### src/design/lsu_pkg.sv
// ----------------------------------------------------------------------------
// lsu_pkg: shared types and constants for the indexed list store
// Sizes of the cell row and the read tree, command codes, result status
// codes and the command structs handed to every cell.
// ----------------------------------------------------------------------------
`default_nettype none

package lsu_pkg;

    // number of cells in the row, one element each
    localparam int CAPACITY = 1024;

    // item field widths
    localparam int OP_W     = 3;
    localparam int POS_W    = 12;
    localparam int DATA_W   = 32;
    localparam int STATUS_W = 2;
    localparam int COUNT_W  = 11;

    // internal widths
    localparam int IDX_W = $clog2(CAPACITY);
    localparam int CNT_W = $clog2(CAPACITY + 1);
    localparam int CMP_W = ((CNT_W > POS_W) ? CNT_W : POS_W) + 1;

    // read tree: each registered level merges up to 2**TREE_RADIX_LOG nodes
    localparam int TREE_RADIX_LOG = 5;

    // nodes on one level of the read tree, level 0 being the cells
    function automatic int level_nodes(input int level);
        int n;
        n = CAPACITY;
        for (int l = 0; l < level; l++) begin
            n = (n + (1 << TREE_RADIX_LOG) - 1) >> TREE_RADIX_LOG;
        end
        return n;
    endfunction

    // registered levels needed to reach a single node
    function automatic int tree_levels();
        int n;
        int l;
        n = CAPACITY;
        l = 0;
        while (n > 1) begin
            n = (n + (1 << TREE_RADIX_LOG) - 1) >> TREE_RADIX_LOG;
            l++;
        end
        return l;
    endfunction

    // first slot of a level in the flat node store, level 1 at slot 0
    function automatic int level_offset(input int level);
        int off;
        off = 0;
        for (int l = 1; l < level; l++) begin
            off += level_nodes(l);
        end
        return off;
    endfunction

    localparam int TREE_LEVELS = tree_levels();
    localparam int TREE_NODES  = level_offset(TREE_LEVELS + 1);
    localparam int WAIT_W      = $clog2(TREE_LEVELS + 2);

    // command codes
    localparam logic [OP_W-1:0] OP_GET      = 3'd0;
    localparam logic [OP_W-1:0] OP_INS_HEAD = 3'd1;
    localparam logic [OP_W-1:0] OP_INS_TAIL = 3'd2;
    localparam logic [OP_W-1:0] OP_INS_AT   = 3'd3;
    localparam logic [OP_W-1:0] OP_DELETE   = 3'd4;

    // result status codes
    localparam logic [STATUS_W-1:0] STATUS_DONE      = 2'd0;
    localparam logic [STATUS_W-1:0] STATUS_BAD_INDEX = 2'd1;
    localparam logic [STATUS_W-1:0] STATUS_FULL      = 2'd2;

    // update broadcast to all cells on the accepting edge
    typedef struct packed {
        logic              ins;
        logic              del;
        logic [IDX_W-1:0]  at;
        logic [DATA_W-1:0] value;
    } lsu_cmd_t;

    // read select held while a result is being gathered
    typedef struct packed {
        logic             en;
        logic [IDX_W-1:0] at;
    } lsu_rd_t;

endpackage

`default_nettype wire

### src/design/lsu_cell.sv
// ----------------------------------------------------------------------------
// lsu_cell: one element slot of the list
// Holds one value, loads the new value on an insert at its index, takes its
// left neighbour's value on an insert below it, its right neighbour's on a
// delete at or below it, and drives its value to the read tree when selected.
// ----------------------------------------------------------------------------
`default_nettype none

module lsu_cell
    import lsu_pkg::*;
(
    input  wire logic              aclk,
    input  wire logic [IDX_W-1:0]  cell_idx,
    input  wire lsu_cmd_t          cmd,
    input  wire lsu_rd_t           rd,
    input  wire logic [DATA_W-1:0] left_data,
    input  wire logic [DATA_W-1:0] right_data,
    output logic      [DATA_W-1:0] cell_data,
    output logic      [DATA_W-1:0] rd_data
);

    logic [DATA_W-1:0] data_reg;

    // shift or load on insert and delete
    always_ff @(posedge aclk) begin
        if (cmd.ins) begin
            if (cell_idx > cmd.at) begin
                data_reg <= left_data;
            end else if (cell_idx == cmd.at) begin
                data_reg <= cmd.value;
            end
        end else if (cmd.del) begin
            if (cell_idx >= cmd.at) begin
                data_reg <= right_data;
            end
        end
    end

    assign cell_data = data_reg;

    // masked value for the or tree
    assign rd_data = (rd.en && (cell_idx == rd.at)) ? data_reg : '0;

endmodule

`default_nettype wire

### config.mk
export PLATFORM = sky130hd
export DESIGN_NAME = lsu_cell
export DESIGN_NICKNAME = d
export VERILOG_FILES = /design/src/design/lsu_pkg.sv /design/src/design/lsu_cell.sv
export SDC_FILE = /design/constraint.sdc
export NUM_CORES = 1
export LEC_CHECK = 0
export BUFFER_PORTS_ARGS = -buffer_cell sky130_fd_sc_hd__buf_2
export CORE_ASPECT_RATIO = 0.7
export CORE_MARGIN = 10
export CORE_UTILIZATION = 24
export CTS_BUF_LIST = sky130_fd_sc_hd__clkbuf_4 sky130_fd_sc_hd__clkbuf_8
export DETAILED_ROUTE_END_ITERATION = 6
export SLEW_MARGIN = 15
export SYNTH_ARGS = -nofsm -noshare
export SYNTH_HDL_FRONTEND = slang
export SYNTH_SLANG_ARGS = --single-unit
### constraint.sdc
create_clock -name aclk -period 4 [get_ports aclk]
set_clock_uncertainty 0.1 [all_clocks]
set_input_delay 0.2 -clock aclk [delete_from_list [all_inputs] [get_ports aclk]]
set_output_delay 0.2 -clock aclk [all_outputs]
set_load 0.03 [all_outputs]
==> summary.txt <==
Final layout
  – Fillers: 1,314
  – P&R area growth vs syn: 38.5%
  – Layout cells sized above 1: 50.5%
  – Final core utilization: 34.3%
  – Max reg flops: 32
  – Fin nets: 624
  – Area of the multi-input gates: between 0.0015 and 0.002 sq mm
  – Seq. cell area: 961 sq um
  – # diodes: 0

CTS
  – Hold_buf cts: 0
  – CTS tree: done
  – CTS Buf Count: 5
  – Clk root buf: clkbuf_8
  – Setup Buffers After CTS: 0
  – CTS H-tree depth: 2
  – Clock sink total: 32
  – CTS resizes: 0
  – Clock Path Buffers: 2
  – Register clock-pin slew on the reported worst setup and hold paths: 70 ps

Synthesis
  – Yosys reg bits: 32
  – Post-Synth Simple-Gate Area: 19.7%
  – Largest cells by area after synthesis: edfxtp_1 (31%), a221oi_2 (14%), mux2i_1 (10%)
  – Synth area leader: edfxtp_1
  – Synth Area in Adders: 4.03%
  – Largest family of logic cells by synthesized area: compound AO/OA/AOI/OAI gates
  – Mapped cell area: 0.00311 sq mm
  – Synth Area in Compound Gates: 25.6%
  – Ys Warns: 0
  – Xor/xnor share of the synthesized area: 2.82%
  – Mapped Avg Cell Area: 10.2 sq um
  – Number of synthesized flops with an enable pin: 32
  – Net count after synthesis: 446
  – Mux cell area share after synthesis: 10.3%
  – Fraction of registers with async set/reset: 0%
  – Main synth FF type: edfxtp_1
  – Sequential fraction of the synthesis area: 30.9%
  – Yosys cell types: 33
  – Synth top area share: a little under a third
  – Mapped Cells: just over 300
  – Cell with the most instances after synthesis: nand2_1

Worst setup path
  – Critical path buffer and inverter count: 2
  – CP Capture Type: flop
  – Critical Path Max Stage Delay: around 720 ps
  – CP Class: input port to flop
  – Slowest cell on crit path: o31a_2
  – CP cell instances: buf_2, ha_1, nand4_4, buf_4, o31a_2, a221oi_2, mux2i_1
  – Worst EP arrival: between 2000 and 3000 ps
  – Top Family by Delay on Critical Path: compound AO/OA/AOI/OAI gates
  – Worst Setup Start Kind: input port
  – Crit path max fanout: 32
  – Critical path depth: 7
  – Worst EP required: 3920 ps

STA
  – Crit share post-route: 65.7%
  – Relative slew margins: 25.3%
  – Setup Viol. Count Final: 0
  – Final hold vios: 0
  – Fmax: approximately 0.38 GHz
  – Setup TNS: 0 ps
  – Unrepaired setup endpoints after global routing: no
  – Slew at the pin with the worst max-slew slack: 1120 ps
  – Min Clock Period, post-route: 2630 ps
  – Slew Viols, Final: 0
  – Hold_ws: ~180 ps

Routing
  – Drt initial violations: 118
  – Pre-antenna DRT Iters: 5
  – Vias post-DR: 3,203
  – Remaining DRCs: 0
  – Average wire per standard cell: 19.0 um
  – Post-Route WL: 12,300 um
  – Vias per cell: 4.95
  – Routed Antenna Nets: 0

Pwr
  – Pwr/cell area: between 200 and 300 mW/mm^2
  – Max rail drop VDD: 0.100 mV
  – Leak Pwr: 0.00197 uW
  – Final Power: 1270 uW

Worst hold path
  – Min-Delay Path Class: input port to flop
  – Worst hold path depth: 3

GRT
  – Largest net degree at the start of global routing: 65
  – GRT overflow: 0
  – Vias in the first global route: approximately 3,500
  – GRT Util Overall: 13.1%
  – Initial antenna violation count: 1
  – Global-route wire length before repair: 18,900 um

Die
  – Chip width: between 150 and 200 um
  – Site row count: 34
  – Starting density of the core: 24.8%
  – Core Area: 0.0125 sq mm
  – Die footprint: 0.0180 sq mm
  – Die height: 115 um
  – # IOs: about 190

Placed design
  – GPL Wtd Cong: 0.800
  – I/O Buffers: 193
  – Placed wire-length estimate: 9570 um

Run
  – Max cap viols: 0

Run status
  – Status: complete, no violations
tightest hold or removal path: cells and delay by family:
family	cells	cell delay (ps)
compound gates	1	50
buf+inv	1	80
mux	1	120
power by group:
part / total, uW / internal, uW / switching (uW)
combinational: 488 / 181 / 308
clock: 308 / 181 / 127
sequential: 470 / 441 / 28.9
total: 1270 / 804 / 463
cells in the final DEF, fill, tap and decap left out, types with 11 or more instances in the layout:
cell and n:
buf_2 193, mux2i_1 32, edfxtp_1 32, a21boi_0 32, nand2_1 34, inv_1 11
a221oi_2 30, and2_1 32, nor4_1 32
logic make-up (layout without fill, tap and decap cells):
| family | after synthesis | after routing |
|---|---|---|
| AND/OR/NAND/NOR | 108 | 108 |
| AO/OA/AOI/OAI | 74 | 74 |
| buffers and inverters | 40 | 219 |
| multiplexers | 32 | 32 |
| flip-flops | 32 | 32 |
| adder cells (fa/ha/maj) | 10 | 10 |
| XOR/XNOR | 10 | 10 |
stage by stage:
stage,std cells,instance area (sq um),setup WS [ps]
final,647,4300,1370
after CTS,647,4290,1350
after global placement,639,4190,1090
after floorplan,306,3110,590
after global routing,647,4300,1190
after detailed placement,639,4190,1040
per-layer routing:
metal | vias up | part of all wire [%] | global-route usage [%] | wire length [um]
li1 | 1546 | - | - | -
met1 | 1490 | 42 | 15.1 | 5220
met2 | 155 | 47 | 22.2 | 5730
met3 | 10 | 10 | 5.37 | 1280
met4 | 2 | 0.74 | 3.14 | 91
met5 | - | 0.057 | 0 | 7
final cells by class:
cell class / count / area share, %
clock buffer: 5 / 1.60
clock inverter: 3 / 0.873
inverter: 12 / 1.08
multi-input combinational: 234 / 45.6
sequential: 32 / 22.3
tap: 162 / 4.71
timing repair buffer: 199 / 23.8
worst paths after layout:
kind	endpoint	from	slack (ps)
setup / recovery	cell_data[20]	cell_idx[7]	1370
hold / removal	cell_data[30]	left_data[30]	180
(Power assumes the default switching activity.)
